<file path="src/hw/rtl/bvkd_pkg.sv">
// bvkd_pkg: shared codes and types for the bounded keyed deque.
// Depends on nothing; imported by the cell and the top level.
`timescale 1ns / 1ps
package bvkd_pkg;
    // action codes
    localparam logic [3:0] ACT_PUSH_FRONT = 4'd0;
    localparam logic [3:0] ACT_PUSH_BACK  = 4'd1;
    localparam logic [3:0] ACT_INS_BEFORE = 4'd2;
    localparam logic [3:0] ACT_INS_AFTER  = 4'd3;
    localparam logic [3:0] ACT_REMOVE_KEY = 4'd4;
    localparam logic [3:0] ACT_POP_FRONT  = 4'd5;
    localparam logic [3:0] ACT_POP_BACK   = 4'd6;
    localparam logic [3:0] ACT_LIST_FWD   = 4'd7;
    localparam logic [3:0] ACT_LIST_BWD   = 4'd8;

    // status codes
    localparam logic [1:0] ST_OK        = 2'd0;
    localparam logic [1:0] ST_EMPTY     = 2'd1;
    localparam logic [1:0] ST_NOT_FOUND = 2'd2;
    localparam logic [1:0] ST_FULL      = 2'd3;

    // cell commands
    localparam logic [2:0] CELL_HOLD  = 3'd0;
    localparam logic [2:0] CELL_LEFT  = 3'd1;
    localparam logic [2:0] CELL_RIGHT = 3'd2;
    localparam logic [2:0] CELL_LOAD  = 3'd3;
    localparam logic [2:0] CELL_CLEAR = 3'd4;

    typedef struct packed {
        logic [2:0] code;
        logic       pre_clr;
        logic       pre_step;
    } t_cell_ctl;
endpackage

</file>
<file path="src/hw/rtl/bvkd_cell.sv">
// bvkd_cell: one list position: value, valid flag and key-search prefix flag.
// Depends on bvkd_pkg.
`timescale 1ns / 1ps
module bvkd_cell import bvkd_pkg::*; #(
    parameter int VALUE_BITS = 32
) (
    input  logic                  i_clk,
    input  logic                  i_rst_n,
    input  t_cell_ctl             i_ctl,
    input  logic [VALUE_BITS-1:0] i_load_value,
    input  logic [VALUE_BITS-1:0] i_key,
    input  logic [VALUE_BITS-1:0] i_left_value,
    input  logic                  i_left_valid,
    input  logic                  i_left_pre,
    input  logic                  i_left_match,
    input  logic [VALUE_BITS-1:0] i_right_value,
    input  logic                  i_right_valid,
    output logic [VALUE_BITS-1:0] o_value,
    output logic                  o_valid,
    output logic                  o_pre,
    output logic                  o_match
);
    logic [VALUE_BITS-1:0] r_value, n_value;
    logic                  r_valid, n_valid;
    logic                  r_pre;

    // next value and valid from the command
    always_comb begin
        n_value = r_value;
        n_valid = r_valid;
        case (i_ctl.code)
            CELL_LEFT: begin
                n_value = i_left_value;
                n_valid = i_left_valid;
            end
            CELL_RIGHT: begin
                n_value = i_right_value;
                n_valid = i_right_valid;
            end
            CELL_LOAD: begin
                n_value = i_load_value;
                n_valid = 1'b1;
            end
            CELL_CLEAR: n_valid = 1'b0;
            default: ;
        endcase
    end

    always_ff @(posedge i_clk) begin
        r_value <= n_value;
    end

    // valid and prefix flag: prefix = some match strictly to the left
    always_ff @(posedge i_clk) begin
        if (!i_rst_n) begin
            r_valid <= 1'b0;
            r_pre   <= 1'b0;
        end else begin
            r_valid <= n_valid;
            if (i_ctl.pre_clr) begin
                r_pre <= 1'b0;
            end else if (i_ctl.pre_step) begin
                r_pre <= i_left_pre | i_left_match;
            end
        end
    end

    assign o_value = r_value;
    assign o_valid = r_valid;
    assign o_pre   = r_pre;
    assign o_match = r_valid && (r_value == i_key);
endmodule

</file>
<file path="config.mk">
export PLATFORM = sky130hd
export DESIGN_NAME = bvkd_cell
export DESIGN_NICKNAME = d
export VERILOG_FILES = /design/src/hw/rtl/bvkd_pkg.sv /design/src/hw/rtl/bvkd_cell.sv
export SDC_FILE = /design/constraint.sdc
export NUM_CORES = 1
export LEC_CHECK = 0
export BUFFER_PORTS_ARGS = -buffer_cell sky130_fd_sc_hd__buf_4
export CORE_UTILIZATION = 30
export DETAILED_ROUTE_END_ITERATION = 8
export PLACE_DENSITY = 0.65
export SYNTH_ARGS = -nofsm -noshare
export SYNTH_HDL_FRONTEND = slang
export SYNTH_SLANG_ARGS = --single-unit
</file>
<file path="constraint.sdc">
create_clock -name i_clk -period 3.2 [get_ports i_clk]
set_clock_uncertainty 0.15 [all_clocks]
set_input_delay 0.48 -clock i_clk [delete_from_list [all_inputs] [get_ports i_clk]]
set_output_delay 0.48 -clock i_clk [all_outputs]
set_load 0.005 [all_outputs]
</file>
# Word level (Yosys, flattened, before mapping)
# Cells that the tools add are included.
# totals
reg_bits,34
elab_cells,16
in_bits,139
out_inout_bits,35
# op_classes
bitwise,2
n_eq_ne,5
reduce_logical,4
muxes,2
# ops
cell,count
$pmux 32 s3,1
$eq 32x32->1,1
$eq 3x2->1 const B,2
$pmux 1 s4,1
$reduce_bool 4->1,1
$eq 3x1->1 const B,1
$eq 3x3->1 const B,1
$reduce_bool 3->1,1
$reduce_or 2->1,1
$logic_and 1x1->1,1
$not 1->1,1
$or 1x1->1,1

# Longest topological paths before layout
# Gate-level depths: netlist of run 1.
# depth
ltp_word,2
depth_mapped,5
ltp_nobuf,4

# Least setup slack after synthesis of run 1
# OpenSTA, ideal clock, no wires.
# synth_timing
path_kind,input to register
from,in i_ctl[2] in the netlist's numbering
to,"reg r_value[0] (netlist: o_value[0]), enable pin"
n_path_buf,1
required_ns,2.629
cell_stages,3
slack_ns,0.517
arrival_ns,2.112
setup_ns,0.421
path_cell_list,buf_2 -> nor2_1 -> nor2_1
# synth_between
elab_chain_cells,2
elab_cells_between_ends,4
cone_classes,eq/ne: 3; reduce/logical: 1
# synth_rtl
element,line_no,rtl
"start, declared",bvkd_cell.sv:9,"input t_cell_ctl i_ctl,"
$eq 3x2->1 / $eq 3x1->1 (equally long branches),bvkd_cell.sv:31,case (i_ctl.code)
$reduce_bool 3->1 (no line) *,-,
"end signal, assigned",bvkd_cell.sv:50,r_value <= n_value;
"end, declared",bvkd_cell.sv:23,"logic [VALUE_BITS-1:0] r_value, n_value;"
# Mark *: on every way between the ends. The rest lies on a longest branch, timed or not.
# A chain may end at the register's enable or synchronous reset.

# Worst setup path in the final report of run 1
# layout_timing
from,reg r_value[2] (netlist: o_value[2])
to,out o_match
# layout_between
elab_chain_cells,2
# layout_rtl
element,line_no,rtl
$eq 32x32->1,bvkd_cell.sv:71,assign o_match = r_valid && (r_value == i_key);
$logic_and 1x1->1,bvkd_cell.sv:71,
"end, declared",bvkd_cell.sv:21,output logic o_match
# No other way between the ends.

==> results of run 1 <==
[final cells by class]
| type | count | share of cell area |
|---|---|---|
| repair buffers | 176 | 0.370 |
| multi-input cells | 153 | 0.292 |
| flip-flops and latches | 34 | 0.280 |
| well taps | 96 | 0.0336 |
| clock buffers | 6 | 0.0203 |
| clock inverters | 2 | 0.00245 |
| inverters | 1 | 0.00105 |
[sequential cells by signal, summed over array words and instances, names as in the netlist]
name and cells:
o_value 32, o_valid 1, o_pre 1
[path summary, 6_finish.rpt]
path               from  endpoint  depth (start not counted)
max reg2reg     o_valid   o_valid                          4
min reg2reg       o_pre     o_pre                          2
min            i_ctl[1]     o_pre                          2
max          o_value[2]   o_match                          5
[cell families after synthesis]
group                     count (synthesis)
buffers and inverters                    12
xor gates and xnor gates                 32
DFF                                      34
muxes                                    32
AOI/OAI and AO/OA                        38
and+or+nand+nor                          51
[power breakdown]
part | leakage [nW] | total, mW | internal [mW] | switching, mW
clock network | 0.0426 | 0.301 | 0.149 | 0.151
logic | 1.36 | 0.338 | 0.214 | 0.124
registers | 0.321 | 0.571 | 0.540 | 0.0308
[routing by layer]
metal / GRT usage / vias to the layer above / routed length [µm]
met2: 0.310 / 95 / 3260
li1: - / 1057 / -
met3: 0.0491 / 10 / 526
met5: 0 / - / 0
met4: 0.0530 / 0 / 108
met1: 0.173 / 901 / 2300
[worst max-delay path: stages, from the launching register on]
cell      delay (ns)
edfxtp_1        0.42
xor2_1          0.16
nor4_1          0.36
nand4_1         0.18
nor3_2          0.20
buf_4           0.13
[placed cells by master (no fill, tap or decap), types with 2 or more instances in the layout]
master	n
nor2_1	3
mux2i_1	32
nor4_1	7
edfxtp_1	32
xor2_1	31
nand3_1	2
o21ai_0	33
buf_4	176
clkbuf_8	5
dfxtp_1	2
nand2b_1	2
nand2_1	32
[through the flow]
stage                     setup slack (ns)   util
after floorplan                      0.517      -
after global placement               0.907  0.513
after detailed placement             0.930  0.513
after CTS                            0.789  0.525
after global routing                 0.710  0.525
final                                0.848  0.525
==> impl_metrics.toml, run 1 <==
[status]
status = "complete, no violations"

[place]
placed_cells = 460
dpl_cell_area_mm2 = 0.00349
port-buffer-count = 173
gp_congestion = 0.718
dp_hpwl_um = 5030

[timing]
fin_crit_sh = 0.735
fin_crit_ns = 2.35
tns_ns = 0
slew_headroom = 0.538
hold_ws_ns = 0.223
timing.fmax_mhz = 425
setup_viol = 0
slew_viol_final = 0
hold_viol = 0
worst_slew_pin_slew_ns = 0.694
rsz0062_at_grt = "no"

[die]
die_w_um = 85.9
die_y_um = 85.9
rows = 30
die_area_mm2 = 0.00738
ios = 174
core_mm2 = 0.00679
initial_core_util = 0.311

[final_layout]
nets = 510
fillers = 626
n_antenna_cell = 0
multiInputGateArea_mm2 = 0.00104
syn2layout_area_growth_pct = 69.0
final_cell_area_mm2 = 0.00357
final_cell_count_no_fill = 468
drive_gt1_frac = 0.497
ff_latch_area_mm2 = 0.00100

[logic_synthesis]
synth-edff-count = 32
synth_area_leaders = "edfxtp_1 (45%), mux2i_1 (15%), xor2_1 (13%), o21ai_0 (7.8%), nand2_1 (5.7%)"
synthCells = 199
synthAdderAreaFrac = 0
ys_warn_count = 0
synth_nets = 338
synth_common_cells = "o21ai_0 (33), edfxtp_1 (32), mux2i_1 (32), nand2_1 (32), xor2_1 (31)"
synth_simple_gate_area_frac = 0.108
synth_compound_area_frac = 0.0960
ys_seq_elements = 34
synth_top_area_share = 0.455
synth.most_common_cell = "o21ai_0"
synth_top_family_by_area = "multiplexers"
muxShareOfSynthArea = 0.152
yosysSeqAreaShare = 0.474
syn_area_mm2 = 0.00211
synth_cell_types = 25
synth_xor_area_frac = 0.133
yosysTopAreaCell = "edfxtp_1"
synth_ff_type = "edfxtp_1"
avgSynthCellArea_um2 = 10.6
async_reset_ff_frac = 0

[worst_setup_path]
path_max_fanout = 2
crit_required_ns = 2.57
start_kind = "register"
cp-end-kind = "output pin"
arrival_ns = 1.72
r2r_slack_ns = 2.08
crit_type = "reg2out"

[power_and_ir_drop]
power_density_mw_per_mm2 = 339
ir_worst_vdd_v = 0.000149
leakagePower_nw = 1.72
p_total_mw = 1.21

[clock_network]
clk_path_buf_depth = 2
cts_hold_buf = 0
h-tree-depth = 2
cts_tree = "yes"
ctsResizeCount = 0
clk_latency_ns = 0.28
cts_buffers = 5
post_cts_buffers = 0
cts-root-buf = "clkbuf_8"
cts.sinks = 34
path_clk_slew_ns = 0.07

[detailed_routing]
routed_wl_um = 6200
drc = 0
dr.first_iter.drc_count = 41
wl_per_cell_um = 13.2
first_pass_iters = 4
via_per_inst = 4.41
drtAntennaViolNets = 0
vias = 2063

[global_routing]
grt_max_degree = 43
grt_pass1_wl_um = 9340
track_usage = 0.164
antenna_found_initial = 0
grt_pass1_vias = 2036
grt-ovfl-total = 0

[worst_hold_path]
hold_path_class = "in2reg"

[job]
max_cap_viol_count = 0
Note: power is estimated with default switching activity, not from simulation.
==> run 2, diff against run 1 <==
Clock period 3.2 ns to 2.2 ns, I/O delays scaled along.
==> run 2 against run 1 <==
  * Total power is 46% higher
  * Die area stayed put
  * Clock power is 41% higher
  * First-iteration DRC count is 39% higher
  * Highest routed layer unchanged
  * Sequential cell count stayed put
  * Routed wire length is 0.89% higher
  * Setup slack worse by 0.83 ns
  * Final cell count is 0.85% higher
  * Register-to-register slack worse by 1.0 ns
  * Global-route usage is 0.59 points higher
  * Critical path depth stayed put
==> impl_metrics.toml, run 2 (synthesis results as in run 1) <==
[die]
die_w_um = 85.9
core_mm2 = 0.00679
rows = 30
ios = 174
die_y_um = 85.9
initial_core_util = 0.311
die_area_mm2 = 0.00738

[clock_network]
clk_path_buf_depth = 2
cts.sinks = 34
cts_buffers = 5
h-tree-depth = 2
cts-root-buf = "clkbuf_8"
clk_latency_ns = 0.28
path_clk_slew_ns = 0.07
cts_tree = "yes"
cts_hold_buf = 0

[power_and_ir_drop]
intPower_mw = 1.32
p_sw_frac = 0.254
leakagePower_nw = 1.74
switchingPower_mw = 0.449
seqPwrFrac = 0.470
comb_power_share = 0.291
ir_worst_vdd_v = 0.000192
power_frac_clock = 0.240
power_density_mw_per_mm2 = 486
p_total_mw = 1.77

[job]
max_cap_viol_count = 0

[status]
status = "complete, no violations"

[worst_setup_path]
crit_chain = "xor2_1, nor4_2, nand3_1, nor3_2, buf_4"
path_max_fanout = 2
arrival_ns = 1.71
crit_required_ns = 1.72
crit_start = "o_value[25]"
slowest_delay_ns = 0.42
crit_type = "reg2out"
r2r-end = "o_valid"
r2r_start = "o_valid"
cp-end-kind = "output pin"
ff2ff_path_depth = 4
start_kind = "register"
r2r_slack_ns = 1.07
crit_slowest_cell = "edfxtp_1"

[place]
port-buffer-count = 173
placed_cells = 462
post-place-ws_ns = 0.153
dp_hpwl_um = 5070
gp_congestion = 0.786

[detailed_routing]
vias = 2080
wl_per_cell_um = 13.2
drc = 0
drtAntennaViolNets = 0
dr.first_iter.drc_count = 57
routed_wl_um = 6250
via_per_inst = 4.41
first_pass_iters = 4

[worst_hold_path]
hold_start = "i_ctl[1]"
hold_path_class = "in2reg"
holdPathEnd = "o_pre"
min_path_cells = 2

[timing]
slew_viol_final = 0
worst_slack_ns = 0.0138
fin_crit_sh = 0.994
hold_viol = 0
fin_crit_ns = 2.19
hold_ws_ns = 0.0667
setup_viol = 0
rsz0062_at_grt = "yes"
tns_ns = 0
worst_slew_pin_slew_ns = 0.325
slew_headroom = 0.778
timing.fmax_mhz = 457

[final_layout]
layout_common_cells = "buf_4 (179), o21ai_0 (33), mux2i_1 (32), nand2_1 (32), edfxtp_1 (32)"
nets = 514
final_cell_count_no_fill = 472
layout_commonest_cell = "buf_4"
n_antenna_cell = 0
largest_reg_flops = 32
fillers = 624
drive_gt1_frac = 0.511
syn2layout_area_growth_pct = 72.2

[global_routing]
track_usage = 0.170
grt_pass1_vias = 2039
grt_pass1_wl_um = 9600
grt_max_degree = 36
antenna_found_initial = 0
grt-ovfl-total = 0
## run 2: worst max path at each step
stage	end	slack (ns)	cells after the start
floorplan	o_value[0]	0.19	3
global route	o_match	-0.09	5
detailed placement	o_match	0.15	6
global placement	o_match	0.15	6
finish	o_match	0.01	5
CTS	o_match	-0.01	5
## run 2: what timing repair did
item	CTS	global route
pin swaps	5	2
endpoints found under the setup margin	1	1
buffers inserted	2	0
gates resized for setup	4	0
## run 2: per-stage QoR
stage                util  area, µm²
CTS                 0.535       3640
detailed placement  0.517       3520
global route        0.535       3640
floorplan               -       2110
global placement    0.517       3520
finish              0.535       3640
## run 2: cell type report
| type | instances | area [µm²] | share of cell area |
|---|---|---|---|
| inverter | 1 | 3.75 | 0.00103 |
| sequential | 34 | 1000 | 0.275 |
| timing repair buffer | 180 | 1360 | 0.375 |
| clock inverter | 3 | 11.3 | 0.00310 |
| multi-input combinational | 153 | 1070 | 0.294 |
| tap | 96 | 120 | 0.0330 |
| clock buffer | 5 | 68.8 | 0.0189 |
## run 2: critical path: cells and delay by family, from the launching register on
| family | cells | cell delay [ns] |
|---|---|---|
| xor+xnor | 1 | 0.17 |
| buf+inv | 1 | 0.14 |
| flops | 1 | 0.42 |
| simple gates | 3 | 0.71 |
## run 2: power by group through the flow
stage | registers (mW) | logic, mW | clock network, mW
after detailed placement | 0.846 | 0.504 | 0
final | 0.831 | 0.514 | 0.424
after global routing | 0.840 | 0.564 | 0.465
after floorplan | 0.845 | 0.174 | 0
after CTS | 0.832 | 0.521 | 0.442
after global placement | 0.842 | 0.499 | 0
## run 2: layer usage
layer	up-vias	GRT usage	part of all wire
li1	1068	-	-
met2	93	0.302	0.51
met4	0	0.0606	0.018
met3	11	0.0356	0.071
met5	-	0	0
met1	908	0.203	0.40
==> run 3, diff against run 2 <==
Settings changed: SETUP_SLACK_MARGIN set to 0.5.
==> run 3 against run 2 <==
  * Utilization down 0.20 points
  * Critical path type unchanged
  * Maximum frequency grew 0.98%
  * Clock power grew 3%
  * Largest cell class unchanged
  * Final area is 0.38% lower
  * Global-route usage grew 0.42 points
==> impl_metrics.toml, run 3 (synthesis results as in run 1) <==
[worst_setup_path]
cp_top_family = "simple AND/OR/NAND/NOR gates"
crit_required_ns = 1.72
crit_slowest_cell = "edfxtp_1"
crit_chain = "xor2_1, nor4_2, nand3_1, nor3_2, buf_4"
start_kind = "register"
cp-end-kind = "output pin"
slowest_delay_ns = 0.41
r2r-end = "o_valid"
ff2ff_path_depth = 4
crit_buf_inv = 1
path_max_fanout = 2
r2r_start = "o_valid"
r2r_slack_ns = 1.10
arrival_ns = 1.68
crit_type = "reg2out"

[clock_network]
h-tree-depth = 2
cts-root-buf = "clkbuf_8"
clk_latency_ns = 0.28
clk_path_buf_depth = 2
cts_tree = "yes"
path_clk_slew_ns = 0.07
cts.sinks = 34
post_cts_buffers = 0
cts_buffers = 5

[die]
ios = 174
die_w_um = 85.9
die_area_mm2 = 0.00738
die_y_um = 85.9
initial_core_util = 0.311
rows = 30
core_mm2 = 0.00679

[job]
max_cap_viol_count = 0

[global_routing]
track_usage = 0.174
grt_max_degree = 37
grt_pass1_wl_um = 9860
antenna_found_initial = 0
grt_pass1_vias = 2130
grt-ovfl-total = 0

[final_layout]
n_antenna_cell = 0
syn2layout_area_growth_pct = 71.5
layout_common_cells = "buf_4 (177), o21ai_0 (33), mux2i_1 (32), nand2_1 (32), edfxtp_1 (32)"
final_cell_area_mm2 = 0.00362
drive_gt1_frac = 0.511
largest_reg_flops = 32
layout_commonest_cell = "buf_4"
nets = 512
final_cell_count_no_fill = 470

[worst_hold_path]
hold_start = "i_ctl[1]"
min_path_cells = 2
hold_path_class = "in2reg"
holdPathEnd = "o_pre"

[detailed_routing]
first_pass_iters = 4
drc = 0
vias = 2082
wl_per_cell_um = 13.6
via_per_inst = 4.43
routed_wl_um = 6400
drtAntennaViolNets = 0
dr.first_iter.drc_count = 51

[timing]
timing.fmax_mhz = 462
worst_slew_pin_slew_ns = 0.321
worst_slack_ns = 0.0350
hold_viol = 0
setup_viol = 0
fin_crit_ns = 2.16
fin_crit_sh = 0.984
slew_viol_final = 0
rsz0062_at_grt = "yes"
slew_headroom = 0.781

[place]
dpl_cell_area_mm2 = 0.00352
placed_cells = 462
gp_congestion = 0.740
port-buffer-count = 173
dp_hpwl_um = 5220
post-place-ws_ns = 0.132

[power_and_ir_drop]
power_density_mw_per_mm2 = 490
leakagePower_nw = 1.73
p_total_mw = 1.78
ir_worst_vdd_v = 0.000209

[status]
status = "complete, no violations"
==> run 3: power breakdown <==
group          internal, mW  total [mW]  switching, mW  leakage (nW)
clock                 0.217       0.437          0.219        0.0426
sequential            0.786       0.829         0.0434         0.321
combinational         0.319       0.510          0.191          1.37
==> run 3: worst max path at each step <==
stage	from	endpoint	slack, ns	depth (start not counted)
6_report	o_value[24]	o_match	0.04	5
5_1_grt	o_value[24]	o_match	-0.09	5
4_1_cts	o_value[0]	o_match	-0.009	5
3_5_place_dp	i_key[13]	o_match	0.13	6
3_3_place_gp	i_key[13]	o_match	0.15	6
2_1_floorplan	i_ctl[2]	o_value[0]	0.54	3
==> run 3: final cells by class <==
type,count,area (µm²)
clock buffers,6,72.6
clock inverters,2,8.76
fillers,630,3170
inverters,1,3.75
multi-input cells,153,1070
flip-flops and latches,34,1000
well taps,96,120
repair buffers,178,1350
==> run 3: through the flow <==
stage	hold slack, ns	setup TNS (ns)	util
after floorplan	0.268	0	-
after global placement	0.339	0	0.517
after detailed placement	0.357	0	0.517
after CTS	0.0640	-0.00941	0.531
after global routing	0.0609	-0.0921	0.533
final	0.0682	0	0.533
==> run 3: routing by layer <==
metal	vias up	wire [µm]	GRT usage
li1	1062	-	-
met1	923	2480	0.196
met2	91	3440	0.323
met3	6	394	0.0433
met4	0	93	0.0530
met5	-	0	0
==> run 3: repair_timing <==
| item | 4_1_cts | 5_1_grt |
|---|---|---|
| pin swaps | 3 | 2 |
| resized for setup | 2 | 2 |
| hold buffers | 0 | 0 |
| endpoints found under the setup margin | 1 | 1 |
